===== config.mk =====
export PLATFORM = sky130hd
export DESIGN_NAME = lhu_ctrl
export DESIGN_NICKNAME = d
export VERILOG_FILES = /design/src/rtl/lhu_pkg.sv /design/src/rtl/lhu_ctrl.sv
export SDC_FILE = /design/constraint.sdc
export NUM_CORES = 1
export LEC_CHECK = 0
export BUFFER_PORTS_ARGS = -buffer_cell sky130_fd_sc_hd__buf_2
export CORE_AREA = 2 2 49 46
export CTS_CLUSTER_DIAMETER = 30
export CTS_CLUSTER_SIZE = 10
export DETAILED_ROUTE_END_ITERATION = 7
export DIE_AREA = 0 0 51 48
export GPL_TIMING_DRIVEN = 0
export PLACE_DENSITY = 0.67
export SYNTH_ARGS = -nofsm -noshare
export SYNTH_HDL_FRONTEND = slang
export SYNTH_SLANG_ARGS = --single-unit

===== constraint.sdc =====
create_clock -name i_clk -period 1.8 [get_ports i_clk]
set_input_delay 0.18 -clock i_clk [delete_from_list [all_inputs] [get_ports i_clk]]
set_output_delay 0.18 -clock i_clk [all_outputs]
set_load 0.005 [all_outputs]

===== src/rtl/lhu_pkg.sv =====
// ============================================================================
// lhu_pkg
// Shared types and constants for the latency histogram unit.
// ============================================================================
`default_nettype none

package lhu_pkg;

    // operation codes carried by the mode field
    typedef enum logic [1:0] {
        MODE_RECORD = 2'd0,
        MODE_READ   = 2'd1,
        MODE_CLEAR  = 2'd2
    } t_mode;

    // configuration register index (paddr[2])
    localparam logic REG_CYCLES_PER_NS = 1'b0;

    localparam int DIV_STEPS = 64;

    // controller -> datapath
    typedef struct packed {
        logic accept;     // latch input item
        logic div_step;   // one quotient bit
        logic bin_load;   // quotient -> bin address
        logic upd;        // saturating increment, write back
        logic scan_next;  // advance scan pointer
        logic scan_hit;   // current bin is the result
        logic res_zero;   // all-zero result
        logic clr_wr;     // zero one bin, advance pointer
        logic out_load;   // pending result -> output register
    } t_cmd;

    // datapath -> controller
    typedef struct packed {
        logic div_last;   // final quotient bit this cycle
        logic addr_last;  // pointer at last bin
        logic rd_zero;    // fetched count is zero
        logic oob;        // read start beyond last bin
        logic out_free;   // output register can take a result
    } t_sts;

endpackage

`default_nettype wire


===== src/rtl/lhu_ctrl.sv =====
// ============================================================================
// lhu_ctrl
// Controller: sequences record, read-scan, clear and the reset clearing pass.
// ============================================================================
`default_nettype none

module lhu_ctrl
    import lhu_pkg::*;
(
    input  wire logic       i_clk,
    input  wire logic       i_rst_n,
    input  wire logic       i_valid,
    input  wire logic [1:0] i_mode,
    output logic            o_ready,
    input  wire t_sts       i_sts,
    output t_cmd            o_cmd
);

    typedef enum logic [9:0] {
        ST_INIT   = 10'b00_0000_0001,
        ST_IDLE   = 10'b00_0000_0010,
        ST_DIV    = 10'b00_0000_0100,
        ST_BIN    = 10'b00_0000_1000,
        ST_FETCH  = 10'b00_0001_0000,
        ST_UPD    = 10'b00_0010_0000,
        ST_SCAN_F = 10'b00_0100_0000,
        ST_SCAN_C = 10'b00_1000_0000,
        ST_CLR    = 10'b01_0000_0000,
        ST_DONE   = 10'b10_0000_0000
    } t_state;

    t_state r_state;
    t_state n_state;

    always_ff @(posedge i_clk) begin
        if (!i_rst_n) begin
            r_state <= ST_INIT;
        end else begin
            r_state <= n_state;
        end
    end

    always_comb begin
        n_state = r_state;
        o_cmd   = '0;
        o_ready = 1'b0;
        unique case (r_state)
            ST_INIT: begin
                o_cmd.clr_wr = 1'b1;
                if (i_sts.addr_last) n_state = ST_IDLE;
            end
            ST_IDLE: begin
                o_ready = 1'b1;
                if (i_valid) begin
                    o_cmd.accept = 1'b1;
                    unique case (t_mode'(i_mode))
                        MODE_RECORD: n_state = ST_DIV;
                        MODE_READ:   n_state = ST_SCAN_F;
                        MODE_CLEAR:  n_state = ST_CLR;
                        default: begin
                            o_cmd.res_zero = 1'b1;
                            n_state        = ST_DONE;
                        end
                    endcase
                end
            end
            ST_DIV: begin
                o_cmd.div_step = 1'b1;
                if (i_sts.div_last) n_state = ST_BIN;
            end
            ST_BIN: begin
                o_cmd.bin_load = 1'b1;
                n_state        = ST_FETCH;
            end
            ST_FETCH: begin
                n_state = ST_UPD;
            end
            ST_UPD: begin
                o_cmd.upd = 1'b1;
                n_state   = ST_DONE;
            end
            ST_SCAN_F: begin
                // bin read issues this cycle
                if (i_sts.oob) begin
                    o_cmd.res_zero = 1'b1;
                    n_state        = ST_DONE;
                end else begin
                    n_state = ST_SCAN_C;
                end
            end
            ST_SCAN_C: begin
                if (!i_sts.rd_zero) begin
                    o_cmd.scan_hit = 1'b1;
                    n_state        = ST_DONE;
                end else if (i_sts.addr_last) begin
                    o_cmd.res_zero = 1'b1;
                    n_state        = ST_DONE;
                end else begin
                    o_cmd.scan_next = 1'b1;
                    n_state         = ST_SCAN_F;
                end
            end
            ST_CLR: begin
                o_cmd.clr_wr = 1'b1;
                if (i_sts.addr_last) begin
                    o_cmd.res_zero = 1'b1;
                    n_state        = ST_DONE;
                end
            end
            ST_DONE: begin
                if (i_sts.out_free) begin
                    o_cmd.out_load = 1'b1;
                    n_state        = ST_IDLE;
                end
            end
            default: begin
                n_state = ST_INIT;
            end
        endcase
    end

endmodule

`default_nettype wire


==> results of run 1 <==
[worst min path at each step]
stage               slack, ps  cells after the start         end    start
floorplan                 260                      1  r_state[0]  i_rst_n
global placement          430                      2  r_state[0]  i_rst_n
detailed placement        430                      2  r_state[0]  i_rst_n
CTS                       150                      2  r_state[0]  i_rst_n
global route              160                      2  r_state[0]  i_rst_n
finish                    160                      2  r_state[0]  i_rst_n
[stage by stage]
step,std cells,cell area (sq um)
floorplan,107,840
global placement,151,966
detailed placement,151,966
CTS,163,1080
global route,168,1160
finish,168,1160
[worst reg2reg max path: cells and delay by family, from the launching register on]
kind,cells,cell delay [ps]
buffers and inverters,1,150
AO/OA/AOI/OAI,1,180
AND/OR/NAND/NOR,4,1370
flip-flops,1,380
[cells in the final DEF (no fill, tap or decap), types with 2 or more instances in the layout]
cell type	instances
buf_2	19
nor2_1	10
nor2_2	3
nor4_1	3
buf_4	15
dfxtp_1	6
nand3_1	4
and2_1	5
nor2b_1	3
clkbuf_4	4
nor3_1	4
and3_1	2
dfxtp_4	3
nor3b_1	4
inv_1	6
o2111ai_1	2
o21ai_1	3
xnor2_1	2
nand2_1	6
nand4_1	2
o21a_1	2
o21ai_0	3
or4_4	3
nor3_4	2
o311a_1	2
[kinds of logic after synthesis]
| group | count (synthesis) | share of synthesized area [%] |
|---|---|---|
| buffers and inverters | 11 | 5.94 |
| AND/OR/NAND/NOR | 60 | 45.1 |
| AO/OA/AOI/OAI | 23 | 21.5 |
| flip-flops | 10 | 24.4 |
| XOR/XNOR | 3 | 3.20 |
[metal layers]
metal  vias to the layer above  part of all wire (%)  GRT usage (%)
met3                         6                   9.1           7.50
met5                         -                     0              0
li1                        472                     -              -
met2                        58                    47           37.9
met1                       463                    42           25.0
met4                         0                   1.2           3.24
[where the power goes]
| part | total, uW | leakage (uW) | switching [uW] | internal, uW |
|---|---|---|---|---|
| clock network | 161 | 0.0000138 | 84.0 | 77.4 |
| registers | 268 | 0.0000841 | 26.0 | 242 |
| logic | 685 | 0.000433 | 365 | 320 |
| total | 1110 | 0.000531 | 475 | 640 |
[final cells by class]
class / count / area share (%)
multi-input combinational: 86 / 54.8
clock buffer: 3 / 1.94
sequential: 10 / 18.3
inverter: 7 / 2.27
tap: 25 / 2.70
timing repair buffer: 35 / 18.9
buffer: 2 / 1.08
[what timing repair did]
item	4_1_cts	5_1_grt
resized for setup	12	11
setup endpoints to repair	18	18
pin swaps	11	9
buffers inserted	10	6
hold buffers	0	0
gates cloned	0	0
==> flow_summary_export.csv, run 1 <==
group,metric,value,unit
global_routing,grt_antenna_before_repair,0,
setup_path,critPathCapture,"o_cmd[2]",
floorplan,rows,15,
cells_and_area,drive_gt1_share,42.0,%
synthesis,synth_top_area_share,24.4,%
global_routing,grt_pass1_vias,804,
power_and_ir_drop,power_density,961,mW/mm^2
synthesis,yosys-top-cells-area,"dfxtp_1 (24%), nor2_1 (5.9%), or4_4 (4.1%), and2_1 (3.8%), nor3_1 (3.7%)",
setup_path,cp.arrival,2010,ps
cells_and_area,top_register,"r_state",
setup_path,slowest_delay,550,ps
global_routing,grt_pass1_wl,3700,microns
drt,drc_errors,0,
setup_path,worstPathCellList,"or4_4 -> or4_4 -> nand2_1 -> a21o_1 -> buf_2",
cts,insertion_delay,270,ps
cells_and_area,final_util,61.2,%
timing,slew_headroom,67.3,%
power_and_ir_drop,total_power,1110,uW
synthesis,synth_commonest_cells,"nor2_1 (13), dfxtp_1 (10), inv_1 (7)",
drt,drtIter0Drc,64,
power_and_ir_drop,p_leak,0.000531,uW
timing,rsz0062_at_grt,"yes",
timing,worstMarginPinSlew,486,ps
global_routing,overflow,0,
run_status,violations,"negative setup slack",
synthesis,synthCells,107,
floorplan,initial_core_util,43.4,%
setup_path,cp-end-kind,"output port",
cts,clock_path_buffers,2,
global_routing,grt_max_degree,11,
synthesis,synthDistinctLibCells,41,
drt,wl,2610,microns
drt,vias,999,
timing,setup-violations-final,15,
cts,cts_tree,"yes",
drt,drtAntennaViolNets,0,
cells_and_area,largestRegisters,"r_state x10",
run_status,outcome,"finished with violations",
synthesis,ys_seq_area_share,24.4,%
setup_path,cp_top_family,"simple AND/OR/NAND/NOR gates",
placed_design,hpwl,1630,microns
placed_design,pre_cts_ws,-225,ps
floorplan,die_area,0.00245,sq mm
setup_path,r2r_setup_slack,-390,ps
setup_path,timing.rr.start,"r_state[6]",
power_and_ir_drop,irDropWorstVdd,0.648,mV
cells_and_area,final_nets,155,
placed_design,io_buffer_count,19,
setup_path,start_kind,"flop",
synthesis,yosysWarnings,0,
floorplan,num_io_pins,20,
floorplan,die_w,51,microns
setup_path,cp_max_fo,7,
global_routing,grt_usage,21.1,%
cts,clockRootBuffer,"clkbuf_4",
cts,cts-buffers-inserted,3,
timing,final_hold_viol_count,0,
cells_and_area,ff_latch_area,213,sq um
cts,cts_num_sinks,10,
cells_and_area,n_antenna_cell,0,
setup_path,ff2ff_path_depth,6,
setup_path,slowest_stage,"or4_4",
timing,worst_hold_slack,158,ps
cells_and_area,fillerInstances,165,
setup_path,critPathLaunch,"r_state[6]",
timing,fmax,0.456,GHz
timing,post-route-period-util,122,%
synthesis,syn_area,822,sq um
cts,clkTransAtPathRegs,70,ps
timing,finalClockSkew,5.12,ps
setup_path,critPathRequiredTime,1620,ps
timing,report.final.slew_viol_count,0,
synthesis,async_flop_share,0,%
run,maxCapViolations,0,
setup_path,path_depth,5,
cts,cts_max_level,1,
cells_and_area,largest_reg_flops,10,
drt,wire_per_inst,15.5,microns
setup_path,worst-setup-path-type,"flop to output port",
synthesis,synth_fp_nets,117,
setup_path,r2r_end,"r_state[5]",
floorplan,fp.dieH,48,microns
setup_path,crit_top_cell,"or4_4",
placed_design,gp_congestion,0.927,
synthesis,avgSynthCellArea,7.68,sq um
cells_and_area,multiInputGateArea,636,sq um
synthesis,synth.most_common_cell,"nor2_1",
timing,period_minus_slack,2190,ps
floorplan,core_area,0.00190,sq mm
drt,dr.pass1.iters,4,
synthesis,synth-seq-cells,10,
drt,avgViaCountPerCell,5.95,
synthesis,ys.flop_type,"dfxtp_1",
cells_and_area,syn_to_final_growth,41.1,%
synthesis,synth_edf_count,0,
synthesis,synth_area_leader_cell,"dfxtp_1",
timing,fin_setup_tns,-4340,ps
setup_path,path_buf_inv,1,
timing,fin_ws,-391,ps
hold_path,hold_path_class,"input port to flop",
(Power assumes the default switching activity.)
==> inputs of run 2 (changes only) <==
REMOVE_ABC_BUFFERS = 1   (was not set)
==> run 2 against run 1 <==
Compared with the run above: the run still ends with negative setup slack left; non-clock buffer count is 2 lower; cell area is 1.1% lower; sequential cell count stayed put; sequential share of layout area rose by 0.75 points; maximum frequency increased by 2.4%; count of clock-buffer cells in the layout increased by 1; critical path type unchanged; critical endpoint unchanged; largest power group unchanged.
==> flow_summary_export.csv, run 2 (synthesis results as in run 1) <==
group,metric,value,unit
run_status,outcome,"finished with violations",
run_status,violations,"negative setup slack",
timing,fmax,0.467,GHz
global_routing,busiest_layer,"met2",
drt,drtIter0Drc,40,
drt,wl,2560,microns
cts,cts_max_level,1,
placed_design,dp.cells,147,
drt,wire_per_inst,15.3,microns
global_routing,grt_pass1_vias,829,
global_routing,grtUsageMet3,3.44,%
global_routing,grt_antenna_before_repair,0,
floorplan,core_area,0.00190,sq mm
timing,final_hold_viol_count,0,
floorplan,rows,15,
cts,cts_tree,"yes",
timing,setup-violations-final,18,
placed_design,placed_area,926,sq um
cells_and_area,largest_reg_flops,10,
floorplan,die_area,0.00245,sq mm
setup_path,worst-setup-path-type,"flop to output port",
setup_path,start_kind,"flop",
global_routing,grt_use_met2,39.0,%
setup_path,crit_top_cell,"or4_4",
cts,hold_buffers,0,
setup_path,slowest_stage,"or4_4",
global_routing,overflow,0,
setup_path,path_buf_inv,1,
timing,period_minus_slack,2140,ps
drt,dr.pass1.iters,4,
cells_and_area,final_util,60.5,%
timing,rsz0062_at_grt,"yes",
cells_and_area,drive_gt1_share,42.3,%
floorplan,initial_core_util,43.4,%
cts,cts-buffers-inserted,3,
drt,drc_errors,0,
global_routing,grt_util_met1,28.1,%
timing,worstMarginPinSlew,512,ps
power_and_ir_drop,irDropWorstVdd,0.686,mV
cells_and_area,final_cell_mix,"buf_2 (19), buf_4 (14), nor2_1 (11)",
placed_design,hpwl,1620,microns
cts,clockRootBuffer,"clkbuf_4",
timing,slew_headroom,65.8,%
hold_path,hold_path_class,"input port to flop",
setup_path,cp.arrival,1960,ps
placed_design,io_buffer_count,19,
timing,report.final.slew_viol_count,0,
cells_and_area,final_cells,167,
run,maxCapViolations,0,
setup_path,worstPathCellList,"or4_4 -> or4_4 -> nand2_1 -> a21o_1 -> buf_2",
setup_path,critPathRequiredTime,1620,ps
floorplan,num_io_pins,20,
floorplan,fp.dieH,48,microns
cells_and_area,syn_to_final_growth,39.6,%
timing,post-route-period-util,119,%
drt,vias,952,
timing,finalClockSkew,3.72,ps
drt,drtAntennaViolNets,0,
drt,avgViaCountPerCell,5.70,
global_routing,grt_usage,22.5,%
cells_and_area,final_nets,153,
power_and_ir_drop,p_leak,0.000531,uW
cts,clkTransAtPathRegs,80,ps
global_routing,grt_max_degree,14,
cells_and_area,largestRegisters,"r_state x10",
setup_path,cp_max_fo,3,
placed_design,gp_congestion,0.855,
cells_and_area,top_register,"r_state",
floorplan,die_w,51,microns
power_and_ir_drop,power_density,1020,mW/mm^2
cts,cts_num_sinks,10,
setup_path,cp-end-kind,"output port",
cells_and_area,fillerInstances,182,
placed_design,pre_cts_ws,-245,ps
setup_path,cp_top_family,"simple AND/OR/NAND/NOR gates",
global_routing,grt_pass1_wl,4000,microns
cts,insertion_delay,280,ps
cts,clock_path_buffers,2,
cells_and_area,n_antenna_cell,0,
cells_and_area,stdcell_area,0.00115,sq mm
setup_path,slowest_delay,560,ps
timing,fin_ws,-340,ps
cells_and_area,mostFrequentLayoutCell,"buf_2",
[run 2: cell types whose count changed in the layout (fill, tap and decap cells not counted), moves of 2 or more]
cell	change
o21ai_0	+3
o21ai_1	-3
dfxtp_2	+2
dfxtp_1	-3
nor3_4	-2
[run 2: where the power goes]
group | total [uW] | internal [uW] | switching [uW] | leakage, uW
Combinational | 631 | 338 | 293 | 0.000425
Clock | 215 | 123 | 91.9 | 0.0000210
Sequential | 326 | 248 | 77.7 | 0.0000857
Total | 1170 | 710 | 463 | 0.000531
[run 2: layout make-up]
| class | count | area [sq um] | area share (%) |
|---|---|---|---|
| tap | 25 | 31.3 | 2.73 |
| sequential | 10 | 219 | 19.1 |
| inverter | 7 | 26.3 | 2.29 |
| timing repair buffer | 35 | 223 | 19.4 |
| clock buffer | 4 | 36.3 | 3.16 |
| multi-input combinational | 86 | 612 | 53.3 |
[run 2: per-stage QoR]
step                power, uW  setup TNS (ps)  hold slack (ps)
global placement          755           -1630              431
global route             1250           -4890              146
detailed placement        763           -1860              431
floorplan                 639            -286              256
CTS                      1060           -3630              138
finish                   1170           -3850              141
[run 2: final timing paths]
path / startpoint / to / slack, ps / depth (start not counted)
setup / recovery: r_state[9] / o_cmd[2] / -340 / 5
hold / removal: i_rst_n / r_state[0] / 140 / 2
setup reg to reg: r_state[9] / r_state[5] / -320 / 6
hold reg to reg: r_state[1] / r_state[3] / 630 / 2
[run 2: repair_timing]
action,4_1_cts,5_1_grt
endpoints found under the setup margin,19,19
pin swaps,4,3
resized for setup,16,4
setup buffers,8,8
cloned,0,0
[run 2: routing by layer]
| layer | vias to the layer above | wire length, microns |
|---|---|---|
| met1 | 424 | 1100 |
| li1 | 472 | - |
| met4 | 0 | 22 |
| met5 | - | 0 |
| met3 | 8 | 190 |
| met2 | 48 | 1250 |
==> inputs of run 3 (changes only) <==
CORE_AREA = 2 2 48 46   (was 2 2 49 46)
DIE_AREA = 0 0 50 48   (was 0 0 51 48)
PLACE_DENSITY = 0.68   (was 0.67)
==> run 3 against run 2 <==
Compared with the run above: the flow still finishes with violations (negative setup slack); sequential share of layout area is 0.12 points higher; cell count is 1.8% lower; sequential cell count stayed put; register-to-register slack worse by 40 ps; count of clock-buffer cells in the layout is 1 lower; total power is 11% lower; die area is 2.0% lower; combinational power is 8.9% lower; worst hold slack better by 28 ps; first-iteration DRC count is 45% lower; cell area is 1.7% lower; clock skew is 2.0 ps lower; critical path type unchanged; largest cell class unchanged; highest routed layer unchanged.
==> flow_summary_export.csv, run 3 (synthesis results as in run 1) <==
group,metric,value,unit
run_status,outcome,"finished with violations",
run_status,violations,"negative setup slack",
cells_and_area,n_antenna_cell,0,
power_and_ir_drop,p_clk_share,15.0,%
setup_path,cp-end-kind,"output port",
timing,worstMarginPinSlew,441,ps
floorplan,fp.dieH,48,microns
cts,clockRootBuffer,"clkbuf_4",
hold_path,worstHoldStart,"i_rst_n",
global_routing,grt_max_degree,14,
hold_path,holdPathStages,2,
drt,drc_errors,0,
timing,post-route-period-util,121,%
drt,wire_per_inst,14.8,microns
cells_and_area,final_nets,151,
cts,cts_max_level,1,
run,maxCapViolations,0,
drt,met2WireLength,1230,microns
power_and_ir_drop,comb_power_share,54.8,%
floorplan,die_w,50,microns
power_and_ir_drop,p_leak,0.000507,uW
power_and_ir_drop,irDropWorstVdd,0.558,mV
cts,cts_num_sinks,10,
cts,cts_tree,"yes",
cells_and_area,ff_latch_area,216,sq um
timing,finalClockSkew,1.71,ps
power_and_ir_drop,p_seq_share,30.2,%
timing,fmax,0.460,GHz
setup_path,critPathRequiredTime,1620,ps
timing,fin_ws,-373,ps
drt,avgViaCountPerCell,5.80,
drt,wl,2420,microns
timing,setup-violations-final,15,
setup_path,timing.rr.start,"r_state[5]",
setup_path,cp.arrival,1990,ps
global_routing,grt_pass1_vias,825,
placed_design,io_buffer_count,19,
cells_and_area,multiInputGateArea,627,sq um
global_routing,overflow,0,
power_and_ir_drop,internal_power,606,uW
cells_and_area,syn_to_final_growth,37.1,%
power_and_ir_drop,swShare,42.3,%
timing,rsz0062_at_grt,"yes",
drt,wl_met3,139,microns
cells_and_area,final_util,60.7,%
floorplan,initial_core_util,44.2,%
power_and_ir_drop,power_density,931,mW/mm^2
floorplan,rows,15,
placed_design,hpwl,1560,microns
setup_path,cp_max_fo,3,
floorplan,num_io_pins,20,
floorplan,die_area,0.00240,sq mm
cells_and_area,top_register,"r_state",
floorplan,core_area,0.00186,sq mm
cells_and_area,mostFrequentLayoutCell,"buf_2",
cells_and_area,fillerInstances,173,
power_and_ir_drop,switching_power,444,uW
setup_path,worst-setup-path-type,"flop to output port",
timing,slew_headroom,70.3,%
drt,dr.pass1.iters,4,
timing,final_hold_viol_count,0,
placed_design,gp_congestion,0.846,
cells_and_area,final_cell_mix,"buf_2 (19), buf_4 (13), nor2_1 (12)",
setup_path,ff2ff_path_depth,6,
global_routing,grt_pass1_wl,3660,microns
cells_and_area,drive_gt1_share,42.4,%
global_routing,grt_usage,20.8,%
global_routing,grt_antenna_before_repair,0,
setup_path,start_kind,"flop",
timing,report.final.slew_viol_count,0,
hold_path,hold_path_class,"input port to flop",
drt,drtIter0Drc,22,
drt,vias,951,
cts,clkTransAtPathRegs,70,ps
timing,fin_setup_tns,-4190,ps
cts,clock_path_buffers,2,
cts,cts-buffers-inserted,3,
drt,drtAntennaViolNets,0,
cts,insertion_delay,260,ps
cells_and_area,largestRegisters,"r_state x10",
setup_path,critPathLaunch,"r_state[5]",
timing,period_minus_slack,2170,ps
drt,top_layer,"met4",
cells_and_area,largest_reg_flops,10,
drt,m1WireLength,1050,microns
## run 3: cell count changes in the layout (fill, tap and decap cells not counted), sizes merged
| cell | delta |
|---|---|
| clkbuf | -1 |
| buf | -2 |
## run 3: path summary, 6_finish.rpt
kind                 to  slack (ps)
max            o_cmd[2]        -370
min          r_state[0]         170
max reg2reg  r_state[5]        -360
min reg2reg  r_state[9]         500
## run 3: per-stage QoR
stage	worst slack (ps)	cell area, sq um	power (uW)	cells	hold WS [ps]
2_1_floorplan	-77.6	800	639	103	256
3_3_place_gp	-245	926	755	147	431
3_5_place_dp	-254	926	760	147	439
4_1_cts	-344	1030	990	157	164
5_1_grt	-443	1130	1120	164	178
6_report	-373	1130	1050	164	169
## run 3: layout make-up
class,count,share of cell area [%]
repair buffers,33,18.1
multi-input cells,86,55.6
inverters,7,2.33
flip-flops and latches,10,19.2
clock buffers,3,2.00
well taps,25,2.77
## run 3: critical path: stages (launching register included)
cell and delay (ps):
dfxtp_4 360, or4_4 570, or4_4 520, nand2_2 80, a21o_1 100, buf_2 100
## run 3: power groups by stage
stage	clock network, uW	registers [uW]	logic [uW]
2_1_floorplan	0	311	329
3_3_place_gp	0	328	427
3_5_place_dp	0	330	430
4_1_cts	159	310	520
5_1_grt	170	322	631
6_report	157	317	575
## run 3: metal layers
metal / track usage, % / vias to the layer above
met5: 0 / -
met4: 8.89 / 0
met3: 4.38 / 2
met2: 35.8 / 38
met1: 25.7 / 448
li1: - / 463
## run 3: what timing repair did
item	CTS	global route
setup buffers	7	7
hold buffers	0	0
gates resized for setup	12	10
setup endpoints to repair	19	19
pin swaps	8	14
